## src/rtl/core/owrt_pkg.sv

```systemverilog
package owrt_pkg;

   localparam logic [1:0] OP_ADD    = 2'd0;
   localparam logic [1:0] OP_DELETE = 2'd1;
   localparam logic [1:0] OP_LOOKUP = 2'd2;

   localparam logic [2:0] STATUS_OK       = 3'd0;
   localparam logic [2:0] STATUS_DUP      = 3'd1;
   localparam logic [2:0] STATUS_NOTFOUND = 3'd2;
   localparam logic [2:0] STATUS_FULL     = 3'd3;
   localparam logic [2:0] STATUS_BADACT   = 3'd4;

   localparam logic [1:0] CMD_NONE   = 2'd0;
   localparam logic [1:0] CMD_INSERT = 2'd1;
   localparam logic [1:0] CMD_REMOVE = 2'd2;
   localparam logic [1:0] CMD_BUMP   = 2'd3;

   localparam logic [31:0] WILDCARD = 32'hFFFF_FFFF;
   localparam logic [31:0] HITS_MAX = 32'hFFFF_FFFF;
   localparam logic [2:0]  ACT_MAX  = 3'd1;

   typedef struct packed {
      logic [1:0]  opcode;
      logic [15:0] rule_number;
      logic [31:0] requester_id;
      logic [31:0] target_id;
      logic [2:0]  allow_action;
   } req_type;

   typedef struct packed {
      logic [2:0]  status;
      logic        decision;
      logic        matched;
      logic [31:0] hit_count;
   } rsp_type;

   typedef struct packed {
      logic [15:0] number;
      logic [31:0] requester;
      logic [31:0] target;
      logic        allow;
      logic [31:0] hits;
   } entry_type;

   // The search wave that walks along the chain, one cell per cycle.
   typedef struct packed {
      logic        live;
      logic        found;
      logic        dup;
      logic        allow;
      logic [31:0] hits;
   } token_type;

   typedef struct packed {
      logic       apply;
      logic [1:0] cmd;
   } ctl_type;

   function automatic logic [31:0] sat_inc(input logic [31:0] value);
      return (value == HITS_MAX) ? value : value + 32'd1;
   endfunction

endpackage

```

## src/rtl/core/owrt_ctrl.sv

```systemverilog
module owrt_ctrl
   import owrt_pkg::*;
#(
   parameter int ENTRIES = 16,
   localparam int CNT_W  = $clog2(ENTRIES + 1)
) (
   input  logic             clock,
   input  logic             reset,
   input  logic             req_valid,
   output logic             req_ready,
   input  req_type          req_data,
   output logic             rsp_valid,
   input  logic             rsp_ready,
   output rsp_type          rsp_data,
   output req_type          key,
   output logic [CNT_W-1:0] used,
   output token_type        tok_start,
   input  token_type        tok_end,
   output ctl_type          ctl
);

   localparam logic [1:0] S_IDLE  = 2'd0;
   localparam logic [1:0] S_SCAN  = 2'd1;
   localparam logic [1:0] S_APPLY = 2'd2;

   logic [1:0]       state_ff;
   logic             start_ff;
   req_type          key_ff;
   token_type        sum_ff;
   logic [CNT_W-1:0] used_ff;
   logic [CNT_W-1:0] used_in;
   logic             rsp_valid_ff;
   rsp_type          rsp_ff;
   rsp_type          rsp_in;
   logic [1:0]       cmd;
   logic             slot_free;

   assign slot_free = !rsp_valid_ff || rsp_ready;

   always_comb begin
      rsp_in  = '0;
      cmd     = CMD_NONE;
      used_in = used_ff;
      unique case (key_ff.opcode)
         OP_ADD: begin
            if (key_ff.allow_action > ACT_MAX) begin
               rsp_in.status = STATUS_BADACT;
            end else if (used_ff == CNT_W'(ENTRIES)) begin
               rsp_in.status = STATUS_FULL;
            end else if (sum_ff.dup) begin
               rsp_in.status = STATUS_DUP;
            end else begin
               cmd     = CMD_INSERT;
               used_in = used_ff + CNT_W'(1);
            end
         end
         OP_DELETE: begin
            if (sum_ff.found) begin
               cmd     = CMD_REMOVE;
               used_in = used_ff - CNT_W'(1);
            end else begin
               rsp_in.status = STATUS_NOTFOUND;
            end
         end
         OP_LOOKUP: begin
            if (sum_ff.found) begin
               cmd              = CMD_BUMP;
               rsp_in.matched   = 1'b1;
               rsp_in.decision  = sum_ff.allow;
               rsp_in.hit_count = sum_ff.hits;
            end
         end
         default: begin
            cmd = CMD_NONE;
         end
      endcase
   end

   always_ff @(posedge clock) begin
      if (reset) begin
         state_ff     <= S_IDLE;
         start_ff     <= 1'b0;
         used_ff      <= '0;
         rsp_valid_ff <= 1'b0;
      end else begin
         start_ff <= (state_ff == S_IDLE) && req_valid;
         if (state_ff == S_APPLY && slot_free) begin
            rsp_valid_ff <= 1'b1;
         end else if (rsp_ready) begin
            rsp_valid_ff <= 1'b0;
         end
         unique case (state_ff)
            S_IDLE: begin
               if (req_valid) begin
                  state_ff <= S_SCAN;
               end
            end
            S_SCAN: begin
               if (tok_end.live) begin
                  state_ff <= S_APPLY;
               end
            end
            S_APPLY: begin
               if (slot_free) begin
                  used_ff  <= used_in;
                  state_ff <= S_IDLE;
               end
            end
            default: begin
               state_ff <= S_IDLE;
            end
         endcase
      end
   end

   always_ff @(posedge clock) begin
      if (state_ff == S_IDLE && req_valid) begin
         key_ff <= req_data;
      end
      if (state_ff == S_SCAN && tok_end.live) begin
         sum_ff <= tok_end;
      end
      if (state_ff == S_APPLY && slot_free) begin
         rsp_ff <= rsp_in;
      end
   end

   always_comb begin
      tok_start      = '0;
      tok_start.live = start_ff;
   end

   assign req_ready = (state_ff == S_IDLE);
   assign rsp_valid = rsp_valid_ff;
   assign rsp_data  = rsp_ff;
   assign key       = key_ff;
   assign used      = used_ff;
   assign ctl       = {(state_ff == S_APPLY) && slot_free, cmd};

endmodule

```

## config.mk

```make
export PLATFORM = sky130hd
export DESIGN_NAME = owrt_ctrl
export DESIGN_NICKNAME = d
export VERILOG_FILES = /design/src/rtl/core/owrt_pkg.sv /design/src/rtl/core/owrt_ctrl.sv
export SDC_FILE = /design/constraint.sdc
export NUM_CORES = 1
export LEC_CHECK = 0
export BUFFER_PORTS_ARGS = -buffer_cell sky130_fd_sc_hd__buf_2
export CORE_AREA = 10 10 137 108
export CTS_CLUSTER_DIAMETER = 40
export DETAILED_ROUTE_END_ITERATION = 12
export DIE_AREA = 0 0 147 118
export GPL_TIMING_DRIVEN = 0
export PLACE_DENSITY_LB_ADDON = 0.08
export SETUP_SLACK_MARGIN = 0.05
export SYNTH_ARGS = -nofsm -noshare
export SYNTH_HDL_FRONTEND = slang
export SYNTH_SLANG_ARGS = --single-unit
```

## constraint.sdc

```tcl
create_clock -name clock -period 7.09 [get_ports clock]
set_clock_uncertainty 0.2 [all_clocks]
set_input_delay 1.418 -clock clock [delete_from_list [all_inputs] [get_ports clock]]
set_output_delay 1.418 -clock clock [all_outputs]
set_load 0.05 [all_outputs]
```

== Word-level counts from Yosys, hierarchy flattened ==
Cells that the tools add are included.

* Flip-flop bits (word level): 166
* Bits in latches: 0
* RAM bits: 0
* Memory bits (read-only): 0
* Bits of input ports: 125
* Output and inout bits: 168
* Word-level logic and storage cells: 67
* Memories kept: 0

* Add/subtract/negate cells: 2
* Multiply operators: 0
* Divide/modulo/power cells: 0
* $lt $le $gt $ge: 1
* Equal/unequal tests: 12
* Shift operators: 0
* Multiplexer cells: 23
* Bitwise operators: 0
* Reductions and logical operators: 12

{| class="wikitable"
|+ Operators with widths
! operator !! number
|-
| $mux W33 || 1
|-
| $mux W5 || 4
|-
| $mux W2 || 9
|-
| $ne A2 B2 Y1 const B || 7
|-
| $pmux W2 S3 || 2
|-
| $pmux W5 S2 || 1
|-
| $reduce_and A7 Y1 || 1
|-
| $pmux W3 S2 || 1
|-
| $add A5 B1 Y5 const B || 1
|-
| $eq A5 B5 Y1 const B || 1
|-
| $sub A5 B1 Y5 const B || 1
|-
| $eq A2 B1 Y1 const B || 2
|-
| $eq A2 B2 Y1 const B || 2
|-
| $logic_not A2 Y1 || 2
|-
| $mux W1 || 4
|-
| $reduce_bool A2 Y1 || 2
|-
| $gt A3 B1 Y1 const B || 1
|-
| $logic_and A1 B1 Y1 || 3
|-
| $mux W3 || 1
|-
| $reduce_and A3 Y1 || 1
|-
| $reduce_and A2 Y1 || 1
|-
| $logic_not A1 Y1 || 1
|-
| $logic_or A1 B1 Y1 || 1
|}

== Longest topological paths before layout ==
* Depth in word-level cells: 5
* Gate-level depth with buffers: 7
* Depth with buffers taken out: 7

== Least setup slack after synthesis ==
Ideal clock, no wire load.

* Path kind: input to output
* Start point: input port rsp_ready
* End point: output port ctl[2] (netlist name)
* Arrival time: 3.665 ns
* Data required time: 5.472 ns
* Slack: 1.807 ns
* Stages: 2
* Path buffers: 0
* Path through: nor2b_1 -> nor2_1

{| class="wikitable"
|+ RTL lines
! what !! RTL line !! text
|-
| start: declaration || owrt_ctrl.sv:13 || <nowiki>input logic rsp_ready,</nowiki>
|-
| end: declaration || owrt_ctrl.sv:19 || <nowiki>output ctl_type ctl</nowiki>
|}

==> results.cfg <==
[setup_path]
timing.rr.start = key[83]$_DFFE_PP_
worst_setup_path_start_kind = input port
cp_top_family = buffers and inverters
cp_max_fo = 32
cpMaxStageDelayCell = buf_2
crit_type = in -> out
crit_top_cell = buf_2
crit_path_cell_trace = buf_2, nor2b_1, nor2_4, buf_12, buf_2
worst_r2r_path_depth = 7
path_depth = 5
max_stage_delay_ns = 0.30
cp.required_ns = 5.47
ff2ff_setup_slack_ns = 4.52
timing.rr.end = used[4]$_SDFFE_PP0P_
path_buf_inv = 3
cp-end-kind = output pin
critPathArrivalTime_ns = 2.39

[timing]
worst_pin_slew_ns = 0.522
fin_crit_ns = 4.01
final-max-slew-violation-count = 0
maxSlewHeadroom = 0.652
hold_slack_ns = 0.316
grt_setup_unrepaired = no
hold_viol = 0
setup_viol_count_final = 0
min_period_over_period = 0.565
finalSetupTns_ns = 0
max_freq_mhz = 249

[worst_hold_path]
holdPathStages = 1
min_to = rsp_data[2]$_SDFFCE_PN0P_
hp-start = sum_ff[2]$_DFFE_PP_
hp-class = reg -> reg

[detailed_routing]
dr.pass1.iters = 4
drtAntennaViolNets = 0
wl_per_cell_um = 19.1
num_vias = 3509
drc = 0
first_iter_violations = 177
vias_per_cell = 4.44
totalWireLength_um = 15100

[floorplan]
dieArea_mm2 = 0.0173
rows = 35
start_util = 0.481
core-area_mm2 = 0.0120
die_w_um = 147
io_pins = 293
die_y_um = 118

[grt]
grt_pass1_vias = 3791
grt_start_max_net_pins = 50
grt_usage = 0.172
antenna_found_initial = 5
grt_pass1_wl_um = 22500
gr-total-overflow = 0

[final_layout]
area_growth_pct = 39.0
layout-drive-gt1-share = 0.536
num-nets-final = 739

[placement]
gp_congestion = 0.772
numPortBuffers = 256
hpwlAfterDp_um = 11900

[pwr]
p_leak_nw = 3.42
ir_worst_vdd_mv = 0.200
powerDensity_mw_per_mm2 = 285

[clock_tree]
post_cts_buffers = 0
clk_pin_slew_worst_paths_ns = 0.06
cts_root_buffer = clkbuf_16
clk_latency_ns = 0.41
h-tree-depth = 4
clockBufferDepth = 2
cts_resized = 0
cts_tree = done
cts_hold_buf = 0
numCtsBuffers = 17
clock-sinks = 166

[logic_synthesis]
ys_ff_latch = 166
syn_area_mm2 = 0.00579
ys.flop_type = edfxtp_1
synth_cells = 298
yosysTopAreaCell = edfxtp_1
synth-edff-count = 157
synth_top_area_share = 0.814
synth_cell_types = 33
yosysWarningCount = 0
synthTopCellsByArea = edfxtp_1 (81%), buf_4 (4.7%), and2_1 (3.9%)
ys_seq_area_frac = 0.845
synthArstFlopShare = 0
syn_area_per_cell_um2 = 19.4

[outcome]
outcome = completed

[job]
maxCapViolCount = 0
-- power by group --
group | switching (mW) | leakage [nW] | internal, mW
combinational | 0.233 | 1.64 | 0.0733
clock | 0.368 | 0.267 | 0.485
sequential | 0.0121 | 1.51 | 1.13
total | 0.614 | 3.42 | 1.68
-- flip-flops by register name, indices dropped and copies added (netlist names) --
signal and flops:
sum_ff 35, key 85, rsp_valid 1, rsp_data 37, used 5, start_ff 1, state_ff 2
-- cell families (layout without fill, tap and decap cells) --
| family | count (synthesis) | after routing | share of synthesized area |
|---|---|---|---|
| AO/OA/AOI/OAI | 13 | 13 | 0.0160 |
| XOR/XNOR | 4 | 4 | 0.00605 |
| adder cells (fa/ha/maj) | 4 | 4 | 0.00993 |
| buffers and inverters | 43 | 334 | 0.0512 |
| flip-flops | 166 | 166 | 0.845 |
| multiplexers | 5 | 5 | 0.00885 |
| other | 1 | 37 | 0.000647 |
| AND/OR/NAND/NOR | 62 | 62 | 0.0626 |
-- worst register-to-register path: cells and delay by family (launching register included) --
family | cells | cell delay, ns
AND/OR/NAND/NOR | 2 | 0.80
AO/OA/AOI/OAI | 3 | 0.53
flip-flops | 1 | 0.50
adder cells (fa/ha/maj) | 1 | 0.37
XOR/XNOR | 1 | 0.09
-- layout by cell type (no fill, tap or decap), types with 2 or more instances in the layout --
cell type and count:
a21oi_1 4, and2_1 35, inv_6 3, a21o_1 2, clkbuf_16 17, edfxtp_1 157, buf_4 36, clkinv_2 3
buf_2 256, clkinv_4 2, mux2i_1 4, nor3_1 2, diode_2 2, clkinvlp_4 3, clkinv_1 2, ha_1 3
xor2_1 3, inv_1 2, conb_1 35, nor2_4 2, dfxtp_1 9, buf_12 2, nor2_1 11, nor2b_1 3
clkbuf_1 5
-- metal layers --
| layer | global-route usage | up-vias | part of all wire |
|---|---|---|---|
| met5 | 0 | - | 0.0018 |
| met1 | 0.162 | 1663 | 0.33 |
| li1 | - | 1657 | - |
| met4 | 0.0581 | 4 | 0.013 |
| met3 | 0.106 | 15 | 0.13 |
| met2 | 0.301 | 170 | 0.53 |
-- Yosys cell counts (2+ instances only) --
cell	n
a21o_1	2
clkbuf_1	5
nor2b_1	3
ha_1	3
dfxtp_1	9
inv_1	2
and2_1	36
buf_4	36
nor2_1	13
a21oi_1	4
mux2i_1	4
nor3_1	2
xor2_1	3
edfxtp_1	157
-- metrics by stage --
stage	setup WS (ns)	utilization	std cells	power, mW	cell area, um2
after global placement	0.890	0.615	754	1.46	7410
final	3.08	0.669	791	2.30	8060
after detailed placement	3.05	0.622	757	1.47	7500
after floorplan	1.81	-	332	1.38	5920
after global routing	2.96	0.669	791	2.38	8060
after CTS	3.05	0.669	789	2.32	8050
-- how the worst max path moves through the flow --
stage	startpoint	endpoint	slack (ns)
final	rsp_ready	ctl[2]	3.08
after global routing	key[83]$_DFFE_PP_	ctl[0]	2.96
after CTS	rsp_ready	ctl[2]	3.05
after detailed placement	rsp_ready	ctl[2]	3.05
after global placement	rsp_ready	ctl[2]	0.89
after floorplan	rsp_ready	ctl[2]	1.81
-- area by class of cell --
cell class,count,area [um2]
Fill cell,899,3990
Inverter,2,7.51
Buffer,41,289
Multi-Input combinational cell,123,748
Antenna cell,2,5.00
Clock buffer,17,425
Timing Repair Buffer,259,1350
Clock inverter,15,130
Sequential cell,166,4890
Tap cell,166,208
Note: power is estimated with default switching activity, not from simulation.
