`src/rtl/core/owrt_pkg.sv`:
```
package owrt_pkg;

   localparam logic [1:0] OP_ADD    = 2'd0;
   localparam logic [1:0] OP_DELETE = 2'd1;
   localparam logic [1:0] OP_LOOKUP = 2'd2;

   localparam logic [2:0] STATUS_OK       = 3'd0;
   localparam logic [2:0] STATUS_DUP      = 3'd1;
   localparam logic [2:0] STATUS_NOTFOUND = 3'd2;
   localparam logic [2:0] STATUS_FULL     = 3'd3;
   localparam logic [2:0] STATUS_BADACT   = 3'd4;

   localparam logic [1:0] CMD_NONE   = 2'd0;
   localparam logic [1:0] CMD_INSERT = 2'd1;
   localparam logic [1:0] CMD_REMOVE = 2'd2;
   localparam logic [1:0] CMD_BUMP   = 2'd3;

   localparam logic [31:0] WILDCARD = 32'hFFFF_FFFF;
   localparam logic [31:0] HITS_MAX = 32'hFFFF_FFFF;
   localparam logic [2:0]  ACT_MAX  = 3'd1;

   typedef struct packed {
      logic [1:0]  opcode;
      logic [15:0] rule_number;
      logic [31:0] requester_id;
      logic [31:0] target_id;
      logic [2:0]  allow_action;
   } req_type;

   typedef struct packed {
      logic [2:0]  status;
      logic        decision;
      logic        matched;
      logic [31:0] hit_count;
   } rsp_type;

   typedef struct packed {
      logic [15:0] number;
      logic [31:0] requester;
      logic [31:0] target;
      logic        allow;
      logic [31:0] hits;
   } entry_type;

   // The search wave that walks along the chain, one cell per cycle.
   typedef struct packed {
      logic        live;
      logic        found;
      logic        dup;
      logic        allow;
      logic [31:0] hits;
   } token_type;

   typedef struct packed {
      logic       apply;
      logic [1:0] cmd;
   } ctl_type;

   function automatic logic [31:0] sat_inc(input logic [31:0] value);
      return (value == HITS_MAX) ? value : value + 32'd1;
   endfunction

endpackage

```
`src/rtl/core/owrt_cell.sv`:
```
module owrt_cell
   import owrt_pkg::*;
#(
   parameter int ENTRIES = 16,
   parameter int INDEX   = 0,
   localparam int CNT_W  = $clog2(ENTRIES + 1)
) (
   input  logic             clock,
   input  logic             reset,
   input  req_type          key,
   input  logic [CNT_W-1:0] used,
   input  ctl_type          ctl,
   input  token_type        tok_in,
   output token_type        tok_out,
   input  entry_type        left_ent,
   input  logic             left_mark,
   input  entry_type        right_ent,
   output entry_type        ent_out,
   output logic             mark_out
);

   entry_type ent_ff;
   token_type tok_ff;
   token_type tok_in_next;
   logic      mark_ff;
   logic      mark_in;

   logic occ;
   logic req_hit;
   logic tgt_hit;
   logic is_match;
   logic is_dup;
   logic num_gt;
   logic num_eq;
   entry_type new_ent;

   assign occ      = CNT_W'(INDEX) < used;
   assign req_hit  = (ent_ff.requester == key.requester_id) || (ent_ff.requester == WILDCARD);
   assign tgt_hit  = (ent_ff.target == key.target_id) || (ent_ff.target == WILDCARD);
   assign is_match = occ && req_hit && tgt_hit;
   assign num_gt   = occ && (ent_ff.number > key.rule_number);
   assign num_eq   = occ && (ent_ff.number == key.rule_number);
   assign is_dup   = num_eq && (ent_ff.requester == key.requester_id)
                     && (ent_ff.target == key.target_id)
                     && (ent_ff.allow == key.allow_action[0]);

   always_comb begin
      new_ent.number    = key.rule_number;
      new_ent.requester = key.requester_id;
      new_ent.target    = key.target_id;
      new_ent.allow     = key.allow_action[0];
      new_ent.hits      = '0;
   end

   // The mark says whether this cell takes part in the update that follows the
   // scan: for an add, every cell from the insertion point onwards shifts up.
   always_comb begin
      tok_in_next = tok_in;
      mark_in     = 1'b0;
      unique case (key.opcode)
         OP_ADD: begin
            mark_in           = tok_in.found || !occ || num_gt;
            tok_in_next.found = mark_in;
            tok_in_next.dup   = tok_in.dup || is_dup;
         end
         OP_DELETE: begin
            mark_in           = tok_in.found || num_eq;
            tok_in_next.found = mark_in;
         end
         OP_LOOKUP: begin
            mark_in = !tok_in.found && is_match;
            if (mark_in) begin
               tok_in_next.found = 1'b1;
               tok_in_next.allow = ent_ff.allow;
               tok_in_next.hits  = sat_inc(ent_ff.hits);
            end
         end
         default: begin
            mark_in = 1'b0;
         end
      endcase
   end

   always_ff @(posedge clock) begin
      if (reset) begin
         tok_ff  <= '0;
         mark_ff <= 1'b0;
      end else begin
         tok_ff <= tok_in_next;
         if (tok_in.live) begin
            mark_ff <= mark_in;
         end
      end
   end

   always_ff @(posedge clock) begin
      if (ctl.apply && mark_ff) begin
         case (ctl.cmd)
            CMD_INSERT: ent_ff <= left_mark ? left_ent : new_ent;
            CMD_REMOVE: ent_ff <= right_ent;
            CMD_BUMP:   ent_ff.hits <= sat_inc(ent_ff.hits);
            default:    ent_ff <= ent_ff;
         endcase
      end
   end

   assign tok_out  = tok_ff;
   assign ent_out  = ent_ff;
   assign mark_out = mark_ff;

endmodule

```
`config.mk`:
```
export PLATFORM = sky130hd
export DESIGN_NAME = owrt_cell
export DESIGN_NICKNAME = d
export VERILOG_FILES = /design/src/rtl/core/owrt_pkg.sv /design/src/rtl/core/owrt_cell.sv
export SDC_FILE = /design/constraint.sdc
export NUM_CORES = 1
export LEC_CHECK = 0
export BUFFER_PORTS_ARGS = -buffer_cell sky130_fd_sc_hd__clkbuf_2
export CORE_AREA = 5 5 192 194
export CTS_BUF_LIST = sky130_fd_sc_hd__clkbuf_16
export CTS_CLUSTER_SIZE = 24
export DETAILED_ROUTE_END_ITERATION = 7
export DIE_AREA = 0 0 197 199
export GPL_TIMING_DRIVEN = 0
export PLACE_DENSITY = 0.62
export SLEW_MARGIN = 40
export SYNTH_ARGS = -nofsm -noshare
export SYNTH_HDL_FRONTEND = slang
export SYNTH_SLANG_ARGS = --single-unit
export TNS_END_PERCENT = 50
```
`constraint.sdc`:
```
create_clock -name clock -period 5.3 [get_ports clock]
set_input_delay 0.265 -clock clock [delete_from_list [all_inputs] [get_ports clock]]
set_output_delay 0.265 -clock clock [all_outputs]
set_load 0.05 [all_outputs]
```
## Yosys cells after proc, flatten, opt, wreduce, memory -nomap -nowiden

Index checks and enable logic that the tools add are counted.

| storage, ports and cells | value |
|---|---|
| output and inout bits | 150 |
| flip-flop bits (word level) | 150 |
| word-level logic and storage cells | 58 |
| bits of input ports | 358 |

| cells by class | value |
|---|---|
| order comparisons | 2 |
| reduce and logical (&&, ||, !) cells | 22 |
| equal/unequal tests | 12 |
| $add $sub $neg | 1 |
| multiplexer cells | 10 |

Operator list:

| cell | count |
|---|---|
| one-hot mux 81 bit (2 select lines) | 1 |
| two-way mux 113 bit | 1 |
| == test 32 bit (second input constant) | 3 |
| one-hot mux 32 bit (3 select lines) | 1 |
| two-way mux 33 bit | 2 |
| == test 32 bit | 2 |
| adder 32 x 1 -> 32 bit (second input constant) | 1 |
| two-way mux 32 bit | 1 |
| == test 16 bit | 1 |
| greater-than comparator 16 bit | 1 |
| logical AND 1 bit | 9 |
| == test 2 bit (second input constant) | 3 |
| logical OR 1 bit | 6 |
| one-hot mux 1 bit (3 select lines) | 2 |
| less-than comparator 1 x 5 -> 1 bit (first input constant) | 1 |
| == test 2 x 1 -> 1 bit (second input constant) | 2 |
| AND reduction 2 bit | 2 |
| nonzero test 3 bit | 1 |
| logical NOT 1 bit | 2 |
| logical NOT 2 bit | 1 |
| two-way mux 1 bit | 2 |
| nonzero test 2 bit | 1 |
| == test 1 bit | 1 |

## Longest topological paths before layout

Gate-level depths: netlist of the first run.

| depth | value |
|---|---|
| word-level depth | 7 |
| mapped depth | 8 |
| gate-level depth less buffers | 8 |

## Worst setup path before layout of the first run

OpenSTA, ideal clock, no wires.

| path | value |
|---|---|
| kind | flip-flop to flip-flop |
| start | register mark_ff, in the netlist mark_out |
| end | register ent_ff, in the netlist ent_out[100] (enable) |
| data required time | 4.851 ns |
| arrival | 2.677 ns |
| buffers on the path | 0 |
| stages on the path, launching flop included | 2 |
| slack | 2.174 ns |
| clock period less this slack | 3.126 ns |
| setup time | 0.449 ns |
| cells stage by stage | dfxtp_1 -> and3_1 |

| between the ends | value |
|---|---|
| word-level cells in the longest chain between the ends | 2 |

RTL lines:

| what | RTL line | source |
|---|---|---|
| start: declaration | owrt_cell.sv:25 | `logic mark_ff;` |
| start signal: assignment | owrt_cell.sv:91 | `mark_ff <= mark_in;` |
| logical AND 1 bit | owrt_cell.sv:97 | `if (ctl.apply && mark_ff) begin` |
| AND reduction 2 bit (no line) | - |  |
| end signal: assignment | owrt_cell.sv:99 | `CMD_INSERT: ent_ff <= left_mark ? left_ent : new_ent;` |
| end signal: assignment | owrt_cell.sv:100 | `CMD_REMOVE: ent_ff <= right_ent;` |
| end signal: assignment | owrt_cell.sv:102 | `default: ent_ff <= ent_ff;` |
| end: declaration | owrt_cell.sv:22 | `entry_type ent_ff;` |

No other way between the ends.
A chain may end at the register's enable or synchronous reset.

## Worst setup path after layout of the first run

| path | value |
|---|---|
| start | register ent_ff, in the netlist ent_out[62] |
| end | register tok_ff, in the netlist tok_out[28] |

| between the ends | value |
|---|---|
| word-level cells in the longest chain between the ends | 6 |
| elaborated cells between the ends (all ways) | 7 |
| those cells by class | eq/ne: 2; mux: 2; reduce/logical: 3 |

RTL lines:

| what | RTL line | source |
|---|---|---|
| == test 32 bit | owrt_cell.sv:39 | `assign tgt_hit = (ent_ff.target == key.target_id) \|\| (ent_ff.target == WILDCARD);` |
| logical OR 1 bit * | owrt_cell.sv:39 |  |
| logical AND 1 bit * | owrt_cell.sv:40 | `assign is_match = occ && req_hit && tgt_hit;` |
| logical AND 1 bit * | owrt_cell.sv:71 | `mark_in = !tok_in.found && is_match;` |
| two-way mux 33 bit * | owrt_cell.sv:72 | `if (mark_in) begin` |
| two-way mux 33 bit * | owrt_cell.sv:60 | `unique case (key.opcode)` |
| end signal: assignment | owrt_cell.sv:89 | `tok_ff <= tok_in_next;` |
| end: declaration | owrt_cell.sv:23 | `token_type tok_ff;` |

Mark *: on every way between the ends. The rest lies on a longest branch, timed or not.

==> summary.txt, run 1 <==
Final Max Tran Viols = 0
Top-Level Pins = 508
unrepaired setup endpoints after global routing = false
Mapped Nets = 1315
Clock Skews = 11.2 ps
Max Freq = 320 MHz
GRT Overall Usage = 21.4%
setup TNS = 0 ps
CTS Root Cell = clkbuf_16
setup slack at placement = 2050 ps
pwr/cell area = 257 nW/um^2
H-tree depth = 4
Yosys Warn Count = 0
critical path cell sequence = xnor2_1 -> nand4_1 -> nor4_2 -> a22oi_2 -> nor3_1 -> buf_2 -> buf_4 -> mux2i_1
outcome = finished clean
Clock Sink Count = 150
DR vias = 9775
initial antenna violation count = 5
top_reg_cell synth = edfxtp_1
synthesized instance count = 937
commonest non-fill, non-tap cell in the layout = clkbuf_2
Yosys top cell area share = 36.4%
Worst EP required = 5670 ps
Post-synth EDFFs = 113
Synth cell types = 58
most frequent cells in the layout = 508 x clkbuf_2, 142 x nand2_1, 113 x edfxtp_1, 97 x mux2i_1, 94 x o21ai_0
area leader, netlist = edfxtp_1
WP buf/inv = 2
fin crit share = 59.0%
CTS tree = yes
Starting Density = 26.6%
Min Hold Slack = 37.4 ps
Initial DRC Count = 648
mean area per synthesized cell = 9.95 um^2
Final Wtd Congestion = 0.930
flops & latches, synth = 150
Top Family by Delay on Critical Path = simple AND/OR/NAND/NOR gates
CTS Hold Bufs = 0
global route overflow = 0
worst slew pin tran = 917 ps
final WL = 43700 um
crit-path max FO = 10
Die ar. = 39200 um^2
CTS Buf Count = 17
CTS Buffer Depth = 2
Layout area overhead = 41.6%
first-pass GRT wire length = 62700 um
largest net degree at the start of global routing = 43
Hold Crit Class = in2reg
post-route setup slack = 2170 ps
Post-synth ARST share = 0%
crit path capture type = register
Die Span Y = 199 um
# rows = 69
Util after Layout = 37.6%
Slew headroom = 38.9%
post-detailed-route via-to-cell ratio = 5.04
# Max-Cap Violations = 0
post_cts resized = 0
register area share after synthesis = 44.4%
Min Clock Period, post-route = 3130 ps
Leak = 5.88 nW
dpl hpwl = 36500 um
routed len/inst = 22.5 um
Hold Vio Cnt, Final = 0
Worst VDD drop = 0.224 mV
Die W = 197 um
crit path launch type = register
vias in the first global route = 9855
core area = 35100 um^2
I/O Buffers = 503
latest clock arrival within the worst-skew pair = 450 ps
Synth Cell Area = 9320 um^2
Crit Path Class = reg2reg
dominant cells by area after synthesis = edfxtp_1 36%, mux2i_1 10%, dfxtp_1 7.9%
clock slew at reported path FFs = 70 ps
CP max-delay cell = edfxtp_1
biggest cell delay along the critical path = 510 ps
Critical Path AT = 3490 ps
setup bufs post-CTS = 0
# DRC = 0
layout cell share with drive strength beyond 1 = 38.7%
Final #Nets = 1841
final setup fails = 0
antenna-violating nets left = 0
Pre-antenna DRT Iters = 7
## area by class of cell
class	count	area, um^2
Antenna cell	4	10.0
Tap cell	461	577
Buffer	52	236
Fill cell	3689	21900
Clock inverter	15	226
Inverter	52	195
Timing Repair Buffer	507	2610
Sequential cell	150	4130
Clock buffer	17	425
Multi-Input combinational cell	683	4780
## sequential cells by signal (all words and copies together), names as in the netlist
register  count
mark_out      1
ent_out     113
tok_out      36
## metrics by stage
stage | total power, mW | std cells | cell area [um^2]
2_1_floorplan | 1.72 | 937 | 9320
3_3_place_gp | 2.01 | 1901 | 12400
3_5_place_dp | 2.02 | 1905 | 12500
4_1_cts | 3.42 | 1937 | 13200
5_1_grt | 3.52 | 1941 | 13200
6_report | 3.39 | 1941 | 13200
## report_power, final
part	total, mW	switching [mW]	internal [mW]	leakage, nW
clock	1.40	0.555	0.841	0.311
combinational	0.648	0.402	0.246	4.23
sequential	1.35	0.0318	1.32	1.34
total	3.39	0.989	2.40	5.88
## Yosys cell counts, types with 11 or more instances
cell type	n
a21oi_1	11
a222oi_1	13
a22oi_1	12
clkbuf_1	37
dfxtp_1	37
edfxtp_1	113
ha_1	20
inv_1	51
mux2i_1	97
nand2_1	142
nand3_1	15
nand4_1	48
nor2_1	19
o21ai_0	94
xnor2_1	83
## cells by family after synthesis
logic type,after synthesis,share of synthesized area [%]
simple gates,278,14.8
compound gates,194,14.3
flops,150,44.4
buf+inv,104,4.56
mux,100,10.8
xor+xnor,91,8.55
fa+ha+maj,20,2.68
## worst paths after layout
check                                 start           to  slack [ps]  cells after the start
worst min register to register  ent_out[32]  tok_out[32]         620                      2
worst min-delay path              tok_in[8]   tok_out[8]          40                      3
worst max register to register  ent_out[62]  tok_out[28]        2170                      8
worst max-delay path            ent_out[62]  tok_out[28]        2170                      8
## worst register-to-register path: stages (launching register included)
cell and delay, ps:
edfxtp_1 510, xnor2_1 400, nand4_1 240, nor4_2 380, a22oi_2 320, nor3_1 290
buf_2 360, buf_4 310, mux2i_1 240
## routing by layer
layer	vias up	routed length (um)	global-route usage (%)
li1	4556	-	-
met1	4687	17900	27.2
met2	471	21600	36.4
met3	61	3020	4.13
met4	0	1260	7.99
met5	-	0	0
Note: power is estimated with default switching activity, not from simulation.
==> run 2, diff against run 1 <==
--- a/config.mk
+++ b/config.mk
@@ -12,7 +12,7 @@
 export DETAILED_ROUTE_END_ITERATION = 7
 export DIE_AREA = 0 0 197 199
 export GPL_TIMING_DRIVEN = 0
-export PLACE_DENSITY = 0.62
+export PLACE_DENSITY = 0.64
 export SLEW_MARGIN = 40
 export SYNTH_ARGS = -nofsm -noshare
 export SYNTH_HDL_FRONTEND = slang
==> constraint.sdc (replaced) <==
create_clock -name clock -period 2.76 [get_ports clock]
set_input_delay 0.138 -clock clock [delete_from_list [all_inputs] [get_ports clock]]
set_output_delay 0.138 -clock clock [all_outputs]
set_load 0.05 [all_outputs]
==> summary.txt, run 2 (synthesized netlist as in run 1, its figures left out) <==
final setup fails = 0 (unchanged)
routed len/inst = 21.7 um (-3.8%)
I/O Buffers = 503 (unchanged)
Top-Level Pins = 508 (unchanged)
final WL = 45200 um (+3.2%)
first-pass GRT wire length = 65100 um (+3.9%)
commonest non-fill, non-tap cell in the layout = clkbuf_2
Critical Path AT = 2980 ps (-510 ps)
area of the multi-input gates = 4920 um^2 (+3.0%)
largest net degree at the start of global routing = 39 (-9.3%)
clock slew at reported path FFs = 70 ps (about the same)
dpl hpwl = 36200 um (-0.83%)
CP max-delay cell = or4_4
Die ar. = 39200 um^2 (unchanged)
layout cell share with drive strength beyond 1 = 37.2% (-1.5 points)
Pre-antenna DRT Iters = 8 (+1)
Clock Skews = 12.8 ps (+1.58 ps)
antenna-violating nets left = 0 (unchanged)
number of fill cells in the layout = 3434 (-6.9%)
# Max-Cap Violations = 0 (unchanged)
Final Wtd Congestion = 0.936 (+0.65%)
Sequential Area = 4130 um^2 (unchanged)
Min Clock Period, post-route = 2660 ps (-464 ps)
worst slew pin tran = 831 ps (-85.7 ps)
# DRC = 0 (unchanged)
global route overflow = 0 (unchanged)
total power = 6.54 mW (+93%)
# rows = 69 (unchanged)
latest clock arrival within the worst-skew pair = 450 ps (about the same)
Clock Sink Count = 150 (unchanged)
crit path capture type = register
Leak = 6.55 nW (+11%)
placed cell area = 12500 um^2 (-0.31%)
critical path cell sequence = xnor2_1 -> nand4_1 -> nor4_4 -> a22oi_2 -> or4_4 -> buf_6 -> o211a_1
Final #Nets = 1984 (+7.8%)
CTS Root Cell = clkbuf_16
CTS tree = yes
fin crit share = 96.4% (+37 points)
DR vias = 10500 (+7.7%)
Worst VDD drop = 0.432 mV (+93%)
core area = 35100 um^2 (unchanged)
initial antenna violation count = 3 (-2)
crit-path max FO = 9 (-1)
CTS Buf Count = 17 (unchanged)
CTS Buffer Depth = 2 (unchanged)
Layout area overhead = 57.6%
outcome = finished clean
GRT Overall Usage = 22.0% (+0.56 points)
pwr/cell area = 445 nW/um^2 (+73%)
Slew headroom = 44.6% (+5.7 points)
Starting Density = 26.6% (unchanged)
unrepaired setup endpoints after global routing = true
H-tree depth = 4 (unchanged)
Initial DRC Count = 722 (+11%)
Worst EP required = 3080 ps (-2590 ps)
Max Freq = 376 MHz (+17%)
max reg flops = 113 (unchanged)
post-detailed-route via-to-cell ratio = 5.05 (+0.32%)
vias in the first global route = 10700 (+8.2%)
fin area = 14700 um^2 (+11%)
Hold Vio Cnt, Final = 0 (unchanged)
Final Max Tran Viols = 0 (unchanged)
Crit Path Class = reg2reg
biggest cell delay along the critical path = 570 ps (+60 ps)
crit path launch type = register
most frequent cells in the layout = 507 x clkbuf_2, 141 x nand2_1, 132 x dlygate4sd3_1, 113 x edfxtp_1, 97 x mux2i_1
Die W = 197 um (unchanged)
Hold Crit Class = in2reg
Die Span Y = 199 um (unchanged)
run 2: cell count changes in the layout (fill, tap and decap cells not counted), sizes merged:
cell         previous run  this run
dlygate4sd3             0       132
buf                    17        30
bufinv                  5         1
clkinv                  3         6
clkbuf                559       561
inv                    56        54
clkinvlp                3         2
run 2: what timing repair did:
item | CTS | global route
hold buffers | 132 | 0
pin swaps | 3 | 4
buffers inserted | 3 | 10
resized for setup | 8 | 15
endpoints found under the hold margin | 118 | 0
endpoints found under the setup margin | 35 | 33
run 2: per-layer routing:
metal,GRT usage (%),up-vias,share of wire (%)
met5,0,-,0.015
met4,7.09,2,2.9
met3,4.22,68,7.2
met2,39.0,583,50
met1,26.9,5039,40
li1,-,4837,-
run 2: path summary, 6_finish.rpt:
check,startpoint,end,slack [ps],depth (start not counted)
min reg2reg,ent_out[32],tok_out[32],640,2
min,right_ent[63],ent_out[63],30,3
max reg2reg,ent_out[70],tok_out[30],100,7
max,ent_out[70],tok_out[30],100,7
run 2: per-stage QoR:
stage	hold slack, ps	setup TNS (ps)	util [%]	std cells	setup slack (ps)
final	27.7	0	41.9	2084	98.3
after global routing	15.3	-16.1	41.9	2082	-8.49
after CTS	0.842	0	41.4	2071	25.7
after detailed placement	369	-12560	35.6	1904	-551
after global placement	369	-33730	35.4	1901	-523
after floorplan	210	0	-	937	232
run 2: final cells by class:
| class | count | share of cell area, % |
|---|---|---|
| Inverter | 52 | 1.33 |
| Timing Repair Buffer | 651 | 27.2 |
| Buffer | 51 | 1.59 |
| Tap cell | 461 | 3.93 |
| Antenna cell | 4 | 0.0681 |
| Sequential cell | 150 | 28.1 |
| Clock buffer | 21 | 3.58 |
| Multi-Input combinational cell | 683 | 33.5 |
| Clock inverter | 11 | 0.707 |
run 2: power breakdown:
group	internal (mW)	leakage, nW	switching (mW)	total (mW)
Sequential	2.53	1.34	0.0626	2.59
Clock	1.46	0.305	1.07	2.53
Combinational	0.600	4.91	0.813	1.41
run 2: worst max-delay path, delay by kind of cell, from the launching register on:
kind	cells	cell delay, ps
and+or+nand+nor	3	1140
buffers and inverters	1	160
DFF	1	450
xor gates and xnor gates	1	290
AOI/OAI and AO/OA	2	490
